### src/rtl/core/sccb_pkg.sv
// Shared types and constants for the SCCB transaction master.
package sccb_pkg;

  localparam int unsigned QUARTERS_PER_BIT = 4;

  // operation codes
  localparam logic [1:0] OP_TICK   = 2'd0;
  localparam logic [1:0] OP_WRITE  = 2'd1;
  localparam logic [1:0] OP_READ   = 2'd2;
  localparam logic [1:0] OP_VERIFY = 2'd3;

  // status codes
  localparam logic [1:0] ST_NONE   = 2'd0;
  localparam logic [1:0] ST_OK     = 2'd1;
  localparam logic [1:0] ST_FAIL   = 2'd2;
  localparam logic [1:0] ST_REJECT = 2'd3;

  // frame segments (low three bits of the step code)
  localparam logic [2:0] SEG_IDLE  = 3'd0;
  localparam logic [2:0] SEG_START = 3'd1;
  localparam logic [2:0] SEG_ID    = 3'd2;
  localparam logic [2:0] SEG_SUB   = 3'd3;
  localparam logic [2:0] SEG_DATA  = 3'd4;
  localparam logic [2:0] SEG_READ  = 3'd5;
  localparam logic [2:0] SEG_STOP  = 3'd6;

  // passes (high three bits of the step code)
  localparam logic [2:0] PASS_WRITE = 3'd0;
  localparam logic [2:0] PASS_ADDR  = 3'd1;
  localparam logic [2:0] PASS_FETCH = 3'd2;

  localparam logic [3:0] START_TICKS   = 4'd7;
  localparam logic [3:0] STOP_TICKS    = 4'd10;
  localparam logic [3:0] BITS_PER_CELL = 4'd9;
  localparam logic [3:0] DATA_BITS     = 4'd8;

  // configuration register indexes
  localparam logic CFG_DEVICE_ID   = 1'b0;
  localparam logic CFG_RETRY_LIMIT = 1'b1;

  localparam logic [3:0] RETRY_LIMIT_RESET = 4'd5;

  typedef struct packed {
    logic [1:0] operation;
    logic [7:0] sub_address;
    logic [7:0] write_data;
    logic       burst_first;
    logic       sda_in;
  } in_word_t;

  typedef struct packed {
    logic       scl_out;
    logic       sda_out;
    logic       busy_res;
    logic [7:0] read_data;
    logic       read_valid;
    logic [1:0] status;
  } out_word_t;

endpackage

### src/rtl/core/sccb_master_transactions.sv
// SCCB master: command and quarter-bit tick words in, bus levels and status out.
// The result word of an accepted input word is registered and valid in the next cycle.
// Throughput: one word per cycle unless a stalled full result register holds input;
// each bus step is one combinational pass from input handshake to result register.
// Reset (synchronous, rst_n low): idle, SCL/SDA high, device_id 0, retry limit 5.
module sccb_master_transactions (
  input  logic                clk,
  input  logic                rst_n,
  input  logic                cfg_we,
  input  logic                cfg_index,
  input  logic [7:0]          cfg_data,
  input  logic                in_valid,
  output logic                in_stall,
  input  sccb_pkg::in_word_t  in_word,
  output logic                out_valid,
  input  logic                out_stall,
  output sccb_pkg::out_word_t out_word
);

  // configuration
  logic [7:0] device_id_r;
  logic [3:0] retry_limit_r;

  // transaction state
  logic [5:0] step_r,    step_nxt;
  logic [3:0] qc_r,      qc_nxt;
  logic [3:0] bi_r,      bi_nxt;
  logic [7:0] shift_r,   shift_nxt;
  logic [7:0] addr_r,    addr_nxt;
  logic [7:0] held_r,    held_nxt;
  logic [3:0] att_r,     att_nxt;
  logic [1:0] kind_r,    kind_nxt;
  logic       scl_r,     scl_nxt;
  logic       sda_r,     sda_nxt;

  // result register
  logic                out_valid_r;
  sccb_pkg::out_word_t out_word_r;

  logic [2:0] pass;
  logic [2:0] seg;
  logic [7:0] tx_byte;
  logic       wr_bit;
  logic       wr_val;
  logic [1:0] status;
  logic       rvalid;
  logic [7:0] rdata;
  logic       accept;

  // A new word is taken whenever the result register is empty or draining.
  assign in_stall  = out_valid_r & out_stall;
  assign accept    = in_valid & ~in_stall;
  assign out_valid = out_valid_r;
  assign out_word  = out_word_r;

  assign pass = step_r[5:3];
  assign seg  = step_r[2:0];

  // byte shifted out in the current write cell; R/W bit set only in the fetch pass
  always_comb begin
    case (seg)
      sccb_pkg::SEG_ID:  tx_byte = {device_id_r[7:1], pass == sccb_pkg::PASS_FETCH};
      sccb_pkg::SEG_SUB: tx_byte = addr_r;
      default:           tx_byte = held_r;
    endcase
  end

  // read cells drive only the NA bit; write cells drive bits 7..0 then release
  assign wr_bit = (seg == sccb_pkg::SEG_READ) ? (bi_r >= sccb_pkg::DATA_BITS)
                                              : (bi_r < sccb_pkg::DATA_BITS);
  assign wr_val = (seg == sccb_pkg::SEG_READ) ? 1'b1 : tx_byte[~bi_r[2:0]];

  always_comb begin
    step_nxt  = step_r;
    qc_nxt    = qc_r;
    bi_nxt    = bi_r;
    shift_nxt = shift_r;
    addr_nxt  = addr_r;
    held_nxt  = held_r;
    att_nxt   = att_r;
    kind_nxt  = kind_r;
    scl_nxt   = scl_r;
    sda_nxt   = sda_r;
    status    = sccb_pkg::ST_NONE;
    rvalid    = 1'b0;
    rdata     = 8'd0;

    if (in_word.operation == sccb_pkg::OP_TICK) begin
      if (step_r != 6'd0) begin
        if (pass > sccb_pkg::PASS_FETCH || seg == sccb_pkg::SEG_IDLE ||
            seg > sccb_pkg::SEG_STOP) begin
          // undefined step code: drop back to idle
          step_nxt = 6'd0;
        end else begin
          case (seg)
            sccb_pkg::SEG_START: begin
              if (qc_r == 4'd0) scl_nxt = 1'b1;
              if (qc_r == 4'd1) sda_nxt = 1'b1;
              if (qc_r == 4'd5) sda_nxt = 1'b0;
              if (qc_r == 4'd6) scl_nxt = 1'b0;
              if (qc_r == sccb_pkg::START_TICKS - 4'd1) begin
                step_nxt = {pass, sccb_pkg::SEG_ID};
                qc_nxt   = 4'd0;
                bi_nxt   = 4'd0;
              end else begin
                qc_nxt = qc_r + 4'd1;
              end
            end
            sccb_pkg::SEG_STOP: begin
              if (qc_r == 4'd0) sda_nxt = 1'b0;
              if (qc_r == 4'd1) scl_nxt = 1'b1;
              if (qc_r == 4'd2) sda_nxt = 1'b1;
              if (qc_r == sccb_pkg::STOP_TICKS - 4'd1) begin
                // end of stop + gap: chain the next pass or finish
                qc_nxt = 4'd0;
                bi_nxt = 4'd0;
                if (pass == sccb_pkg::PASS_WRITE) begin
                  if (kind_r == sccb_pkg::OP_VERIFY) begin
                    step_nxt = {sccb_pkg::PASS_ADDR, sccb_pkg::SEG_START};
                  end else begin
                    step_nxt = 6'd0;
                    status   = sccb_pkg::ST_OK;
                  end
                end else if (pass == sccb_pkg::PASS_ADDR) begin
                  step_nxt = {sccb_pkg::PASS_FETCH, sccb_pkg::SEG_START};
                end else begin
                  rvalid = 1'b1;
                  rdata  = shift_r;
                  if (kind_r != sccb_pkg::OP_VERIFY || shift_r == held_r) begin
                    step_nxt = 6'd0;
                    status   = sccb_pkg::ST_OK;
                  end else if (att_r < retry_limit_r) begin
                    att_nxt  = att_r + 4'd1;
                    step_nxt = {sccb_pkg::PASS_WRITE, sccb_pkg::SEG_START};
                  end else begin
                    step_nxt = 6'd0;
                    status   = sccb_pkg::ST_FAIL;
                  end
                end
              end else begin
                qc_nxt = qc_r + 4'd1;
              end
            end
            default: begin
              // one bit cell: SDA on quarter 0, SCL up on 1, down on the last
              if (qc_r == 4'd0 && wr_bit) sda_nxt = wr_val;
              if (qc_r == 4'd1) scl_nxt = 1'b1;
              if (qc_r >= 4'(sccb_pkg::QUARTERS_PER_BIT - 1)) begin
                scl_nxt = 1'b0;
                if (seg == sccb_pkg::SEG_READ && bi_r < sccb_pkg::DATA_BITS)
                  shift_nxt = {shift_r[6:0], in_word.sda_in};
                qc_nxt = 4'd0;
                bi_nxt = bi_r + 4'd1;
                if (bi_r + 4'd1 >= sccb_pkg::BITS_PER_CELL) begin
                  bi_nxt = 4'd0;
                  if (seg == sccb_pkg::SEG_ID) begin
                    if (pass == sccb_pkg::PASS_FETCH) begin
                      step_nxt  = {pass, sccb_pkg::SEG_READ};
                      shift_nxt = 8'd0;
                    end else begin
                      step_nxt = {pass, sccb_pkg::SEG_SUB};
                    end
                  end else if (seg == sccb_pkg::SEG_SUB) begin
                    step_nxt = (pass == sccb_pkg::PASS_WRITE) ?
                               {pass, sccb_pkg::SEG_DATA} : {pass, sccb_pkg::SEG_STOP};
                  end else begin
                    step_nxt = {pass, sccb_pkg::SEG_STOP};
                  end
                end
              end else begin
                qc_nxt = qc_r + 4'd1;
              end
            end
          endcase
        end
      end
    end else if (step_r != 6'd0) begin
      status = sccb_pkg::ST_REJECT;
    end else begin
      // command load; bus time does not advance on this word
      addr_nxt = in_word.burst_first ? in_word.sub_address : addr_r + 8'd1;
      held_nxt = in_word.write_data;
      kind_nxt = in_word.operation;
      att_nxt  = 4'd0;
      qc_nxt   = 4'd0;
      bi_nxt   = 4'd0;
      step_nxt = (in_word.operation == sccb_pkg::OP_READ) ?
                 {sccb_pkg::PASS_ADDR, sccb_pkg::SEG_START} :
                 {sccb_pkg::PASS_WRITE, sccb_pkg::SEG_START};
    end
  end

  always_ff @(posedge clk) begin
    if (!rst_n) begin
      device_id_r   <= 8'd0;
      retry_limit_r <= sccb_pkg::RETRY_LIMIT_RESET;
    end else if (cfg_we) begin
      case (cfg_index)
        sccb_pkg::CFG_DEVICE_ID:   device_id_r   <= cfg_data;
        sccb_pkg::CFG_RETRY_LIMIT: retry_limit_r <= cfg_data[3:0];
        default: ;
      endcase
    end
  end

  always_ff @(posedge clk) begin
    if (!rst_n) begin
      step_r  <= 6'd0;
      qc_r    <= 4'd0;
      bi_r    <= 4'd0;
      shift_r <= 8'd0;
      addr_r  <= 8'd0;
      held_r  <= 8'd0;
      att_r   <= 4'd0;
      kind_r  <= 2'd0;
      scl_r   <= 1'b1;
      sda_r   <= 1'b1;
    end else if (accept) begin
      step_r  <= step_nxt;
      qc_r    <= qc_nxt;
      bi_r    <= bi_nxt;
      shift_r <= shift_nxt;
      addr_r  <= addr_nxt;
      held_r  <= held_nxt;
      att_r   <= att_nxt;
      kind_r  <= kind_nxt;
      scl_r   <= scl_nxt;
      sda_r   <= sda_nxt;
    end
  end

  always_ff @(posedge clk) begin
    if (!rst_n) begin
      out_valid_r <= 1'b0;
    end else if (accept) begin
      out_valid_r <= 1'b1;
    end else if (!out_stall) begin
      out_valid_r <= 1'b0;
    end
  end

  always_ff @(posedge clk) begin
    if (accept) begin
      out_word_r.scl_out    <= scl_nxt;
      out_word_r.sda_out    <= sda_nxt;
      out_word_r.busy_res   <= (step_nxt != 6'd0);
      out_word_r.read_data  <= rdata;
      out_word_r.read_valid <= rvalid;
      out_word_r.status     <= status;
    end
  end

endmodule

### config.mk
export PLATFORM = sky130hd
export DESIGN_NAME = sccb_master_transactions
export DESIGN_NICKNAME = d
export VERILOG_FILES = /design/src/rtl/core/sccb_pkg.sv /design/src/rtl/core/sccb_master_transactions.sv
export SDC_FILE = /design/constraint.sdc
export NUM_CORES = 1
export LEC_CHECK = 0
export ABC_AREA = 0
export ABC_CLOCK_PERIOD_IN_PS = 2850
export BUFFER_PORTS_ARGS = -buffer_cell sky130_fd_sc_hd__buf_2
export CORE_MARGIN = 8
export CORE_UTILIZATION = 59
export DETAILED_ROUTE_END_ITERATION = 7
export PLACE_DENSITY = 0.82
export SYNTH_ARGS = -nofsm -noshare
export SYNTH_HDL_FRONTEND = slang
export SYNTH_SLANG_ARGS = --single-unit
### constraint.sdc
create_clock -name clk -period 2.85 [get_ports clk]
set_input_delay 0.4275 -clock clk [delete_from_list [all_inputs] [get_ports clk]]
set_output_delay 0.4275 -clock clk [all_outputs]
set_load 0.02 [all_outputs]
==> results by group, run 1 <==
STA
  • Total Neg Setup Slack: 0 ns
  • Min Tclk post-route: 2.49 ns
  • Setup ws final: 0.358 ns
  • RSZ-0062 raised after global routing: false
  • Worst-case hold slack: slightly above 0.3 ns
  • Hold Violations, Final: 0
  • Slew margin rel.: 48.8%
  • # setup viols final: 0
  • Fmax: 401 MHz
  • Clock skew: 0.0131 ns
  • Fin. max-slew vios: 0
  • Measured slew at the worst slew-check pin: 0.766 ns
  • Final worst path period share: between 80% and 90%

GRT
  • Grt met2 use: between 30 and 40%
  • Gr ovfl total: 0
  • Largest net degree at the start of global routing: 29
  • Most Crowded Layer GR: met2
  • Initial antenna violation count: 0
  • Global-route wire length before repair: 18,300 µm
  • Total GRT Usage: between 20% and 30%
  • Global routing usage on met1: between 20% and 30%
  • M3 GR Usage: 4.07%
  • Vias in the first global route: 3,794

CTS
  • Worst-Skew Late Latency: 0.35 ns
  • Bufs on Longest Clock Path: 2
  • Root Buffer: clkbuf_8
  • CTS tree: built
  • Cts bufs inserted: 9
  • H-tree Lvls: 3
  • Clk sink count: just over 70
  • Post_cts resized: 0
  • Clock transition at path regs: about 0.08 ns
  • # Post-CTS Setup Buffers: 0
  • Hold_buf cts: 0

Synthesis
  • Synth warn: 0
  • Synthesized Nets: ~550
  • Post-synth top area cell: dfxtp_1
  • Sequential area share after synthesis: a little under two fifths
  • Synthesized flop and latch total: between 70 and 80
  • Mapped Area: between 0.004 and 0.005 mm²
  • Top-count cell post-synth: nand2_1
  • Synth Instances: between 400 and 500
  • Synth top area cells: dfxtp_1, edfxtp_1, mux2i_1, nand2_1, a21oi_1
  • Cell variety after synth: 71
  • EDFF count, synth: 14
  • Syn avg cell area: between 8 and 9 µm²
  • Ys async rst share: 0%
  • Ys flop type: dfxtp_1
  • Top cell type's share of synthesized area: between 20% and 30%
  • Most frequent cells after synthesis: nand2_1, dfxtp_1, nor2_1, a21oi_1, mux2i_1

Placed design
  • Post-DP HPWL: slightly below 8000 µm
  • Place WS: 0.432 ns
  • Routability Congestion: a little over 0.9
  • # placed instances: ~630
  • Area post-placement: ~0.0045 mm²
  • IO buf count: 49

Floorplan
  • Num ports: 50
  • Die area: between 0.01 and 0.015 mm²
  • Die width: roughly 100 µm
  • Die height: between 100 and 150 µm
  • Core area: about 0.0071 mm²
  • Rows: 31
  • Starting density of the core: between 50% and 60%

Detailed routing
  • DRC errors left: 0
  • WL/cell: about 17 µm
  • Routed Antenna Nets: 0
  • Final WL: ~11,000 µm
  • DRT iter0 DRCs: 298
  • Detailed-route via count: 3,820
  • Drt pass-1 iters: 5
  • DR vias/cell: approximately 6.0

Run
  • Total of max-cap violations: 0

Status
  • Status: complete, no violations

Critical path
  • WS Path Type: reg2reg
  • Startpoint Class: flip-flop
  • Crit path max fanout: 9
  • Required @ worst endpoint: 3.12 ns
  • CP endpoint kind: flip-flop
  • Data arrival time of the worst path: around 2.8 ns

Min path
  • Worst hold-check path type: in2reg

Layout
  • Area grow syn2layout: 11.2%
  • Layout cell share with drive strength beyond 1: about 18%
  • Post-route cell area: between 0.004 and 0.005 mm²
  • Layout Cells excl Fill: 641
  • Diodes inserted: 0
  • Layout net count: around 590

Power and ir drop
  • VDD IR max: about 0.28 mV
  • Pwr Density: 484 mW/mm²
  • Leak Pwr: around 1.9 nW
-- worst max-delay path: stages, from the launching register on --
cell	delay, ns
dfxtp_1	0.44
nor3_1	0.39
nand2_1	0.26
ha_1	0.30
a211o_1	0.40
or3_4	0.43
o31ai_1	0.19
-- cell type report --
type / instances / area, µm²
Clock buffer: 9 / 124
Inverter: 17 / 66.3
Sequential cell: 72 / 1580
Clock inverter: 7 / 71.3
Timing Repair Buffer: 57 / 305
Fill cell: 620 / 2400
Multi-Input combinational cell: 380 / 2470
Tap cell: 99 / 124
-- sequential cells by signal (all words and copies together), names as in the netlist, 6 cells and up --
register     count
addr_r           8
device_id_r      7
held_r           8
out_word        14
shift_r          8
step_r           6
-- path summary, 6_finish.rpt --
check	from	end	slack [ns]	cells after the start
setup reg to reg	step_r[4]	att_r[0]	0.36	6
hold reg to reg	retry_limit_r[3]	retry_limit_r[3]	0.46	2
hold / removal	cfg_data[0]	retry_limit_r[0]	0.31	3
setup / recovery	step_r[4]	att_r[0]	0.36	6
-- metrics by stage --
stage	total power, mW	utilization (%)
2_1_floorplan	1.38	-
3_3_place_gp	1.48	63.7
3_5_place_dp	1.49	63.7
4_1_cts	2.30	66.4
5_1_grt	2.39	66.4
6_report	2.29	66.4
-- per-layer routing --
metal | wire (µm) | up-vias
met5 | 0 | -
met4 | 322 | 0
li1 | - | 1875
met1 | 4780 | 1785
met3 | 594 | 31
met2 | 5060 | 129
-- logic make-up (layout without fill, tap and decap cells) --
group	after synthesis	in the layout	synth area share [%]
flip-flops	72	72	37.1
AO/OA/AOI/OAI	128	128	20.2
multiplexers	29	29	6.93
AND/OR/NAND/NOR	200	200	24.9
buffers and inverters	47	90	4.99
XOR/XNOR	9	9	1.85
adder cells (fa/ha/maj)	14	14	4.11
-- power breakdown --
group / leakage, nW / switching, mW / total, mW / internal (mW)
Combinational: 1.17 / 0.221 / 0.357 / 0.136
Clock: 0.0933 / 0.415 / 0.819 / 0.404
Sequential: 0.604 / 0.0376 / 1.12 / 1.08
-- cell usage in the layout (no fill, tap or decap), types with 14 or more instances in the layout --
cell	Yosys	final
inv_1	15	15
dfxtp_1	58	58
mux2i_1	25	25
buf_2	9	49
nand2_1	59	59
a21oi_1	43	43
o21ai_0	18	18
nand3_1	24	24
edfxtp_1	14	14
ha_1	14	14
nor2_1	47	47
No activity file was read; power rests on OpenSTA's default activity.
==> run 2: changes to the inputs <==
--- a/config.mk
+++ b/config.mk
@@ -11,4 +11,5 @@
 export CORE_MARGIN = 8
 export CORE_UTILIZATION = 59
+export CTS_CLUSTER_DIAMETER = 50
 export DETAILED_ROUTE_END_ITERATION = 7
 export PLACE_DENSITY = 0.82
==> constraint.sdc (replaced) <==
create_clock -name clk -period 2.85 [get_ports clk]
set_input_delay 0.57 -clock clk [delete_from_list [all_inputs] [get_ports clk]]
set_output_delay 0.57 -clock clk [all_outputs]
set_load 0.02 [all_outputs]
==> run 2 against run 1 <==
  * Power grew 1.1%
  * Worst setup slack gained 0.13 ns
  * Sequential share of layout area shrank 0.37 points
  * Register-to-register slack gained 0.13 ns
  * Global-route usage shrank 0.77 points
  * Critical path type unchanged
  * Largest cell class unchanged
  * Highest routed layer unchanged
==> results by group, run 2 (synthesis results as in run 1) <==
Layout
  • Most common cell after layout, fill and taps aside: nand2_1
  • Area grow syn2layout: 12.4%
  • Diodes inserted: 0
  • Post-Route Utilization: between 60% and 70%
  • Layout net count: approximately 590
  • Most frequent cells in the layout: nand2_1, dfxtp_1, buf_2
  • Layout cell share with drive strength beyond 1: approximately a fifth
  • Max reg flops: 14

Floorplan
  • Num ports: 50
  • Core area: 0.00714 mm²
  • Die area: 0.0102 mm²
  • Die height: 101 µm
  • Die width: 101 µm
  • Starting density of the core: between 50% and 60%
  • Rows: 31

CTS
  • Cts bufs inserted: 9
  • Clock transition at path regs: about 0.080 ns
  • Clk sink count: roughly 70
  • Worst-Skew Late Latency: 0.36 ns
  • CTS tree: built
  • Post_cts resized: 0
  • H-tree Lvls: 3
  • Hold_buf cts: 0
  • Bufs on Longest Clock Path: 2
  • # Post-CTS Setup Buffers: 0
  • Root Buffer: clkbuf_8

Power and ir drop
  • Sequential power share: 48.2%
  • VDD IR max: roughly 0.33 mV
  • Pwr Density: 484 mW/mm²
  • Final total power: 2.32 mW
  • Leak Pwr: approximately 1.9 nW
  • Comb pwr share: between 15 and 20%
  • Sw Pwr: 0.684 mW
  • Clock power share: between 30% and 40%
  • Switching power share of the total: approximately 29%
  • P_int: ~1.6 mW

STA
  • RSZ-0062 raised after global routing: false
  • Final worst path period share: 82.7%
  • Slew margin rel.: about half
  • Fmax: 424 MHz
  • Setup ws final: between 0.4 and 0.5 ns
  • Total Neg Setup Slack: 0 ns
  • Min Tclk post-route: between 2 and 2.5 ns
  • Clock skew: roughly 0.013 ns
  • Fin. max-slew vios: 0
  • Worst-case hold slack: 0.451 ns
  • Hold Violations, Final: 0
  • # setup viols final: 0
  • Measured slew at the worst slew-check pin: 0.737 ns

Critical path
  • WS Path Type: reg2reg
  • Required @ worst endpoint: around 3 ns
  • Crit path max fanout: 12
  • Data arrival time of the worst path: 2.45 ns
  • Startpoint Class: flip-flop
  • CP Cell Sequence: nor2b_1 > nand2_1 > o2111ai_1 > o21ai_0 > o41ai_1 > a21oi_1
  • CP endpoint kind: flip-flop
  • CP max stage delay: ~0.64 ns
  • CP max stage cell: nor2b_1

Detailed routing
  • WL/cell: approximately 17 µm
  • Drt pass-1 iters: 5
  • Final WL: approximately 11,000 µm
  • DRC errors left: 0
  • Routed Antenna Nets: 0
  • DRT iter0 DRCs: 270
  • DR vias/cell: between 5 and 6
  • Detailed-route via count: between 3,000 and 4,000

Min path
  • Worst hold-check path type: in2reg

GRT
  • Global-route wire length before repair: 17,600 µm
  • Total GRT Usage: a little over a fifth
  • Vias in the first global route: between 3,000 and 4,000
  • Largest net degree at the start of global routing: 29
  • Gr ovfl total: 0
  • Initial antenna violation count: 0

Placed design
  • Post-DP HPWL: ~8000 µm
  • Place WS: roughly 0.4 ns
  • IO buf count: 49
  • Routability Congestion: 0.987

Status
  • Status: complete, no violations

Run
  • Total of max-cap violations: 0
==> run 2: changes by cell type in the layout (fill, tap and decap cells not counted) <==
cell,change
clkinv_2,-1
clkinvlp_4,-1
inv_8,+1
buf_4,+6
inv_6,+1
==> run 2: final timing paths <==
check        startpoint      endpoint  slack, ns  cells past startpoint
min reg2reg   kind_r[0]     kind_r[0]       0.47                      2
max           step_r[1]  out_word[12]       0.49                      6
max reg2reg   step_r[1]  out_word[12]       0.49                      6
min          in_word[2]     held_r[0]       0.45                      3
==> run 2: power by group through the flow <==
stage          sequential [mW]  clock, mW  combinational (mW)
3_3_place_gp              1.14          0               0.349
3_5_place_dp              1.14          0               0.355
6_report                  1.12      0.838               0.362
4_1_cts                   1.12      0.852               0.358
2_1_floorplan             1.14          0               0.241
5_1_grt                   1.12      0.893               0.397
==> run 2: final cells by class <==
type,count,area (µm²)
multi-input combinational,380,2470
fill,625,2340
sequential,72,1580
timing repair buffer,63,350
clock buffer,9,124
tap,99,124
clock inverter,7,78.8
inverter,17,66.3
==> run 2: routing by layer <==
layer	global-route usage [%]	up-vias	part of all wire, %
met5	0	-	0
met1	26.3	1811	43
li1	-	1894	-
met2	35.5	131	48
met3	3.80	29	5.8
met4	11.2	0	3.3
==> run 2: metrics by stage <==
| stage | instances | cell area, µm² |
|---|---|---|
| finish | 647 | 4790 |
| global route | 647 | 4790 |
| CTS | 647 | 4790 |
| detailed placement | 631 | 4590 |
| global placement | 631 | 4590 |
| floorplan | 499 | 4260 |
==> run 2: critical path, delay by kind of cell, from the launching register on <==
| family | cells | cell delay (ns) |
|---|---|---|
| simple gates | 2 | 0.75 |
| compound gates | 4 | 0.79 |
| flops | 1 | 0.55 |
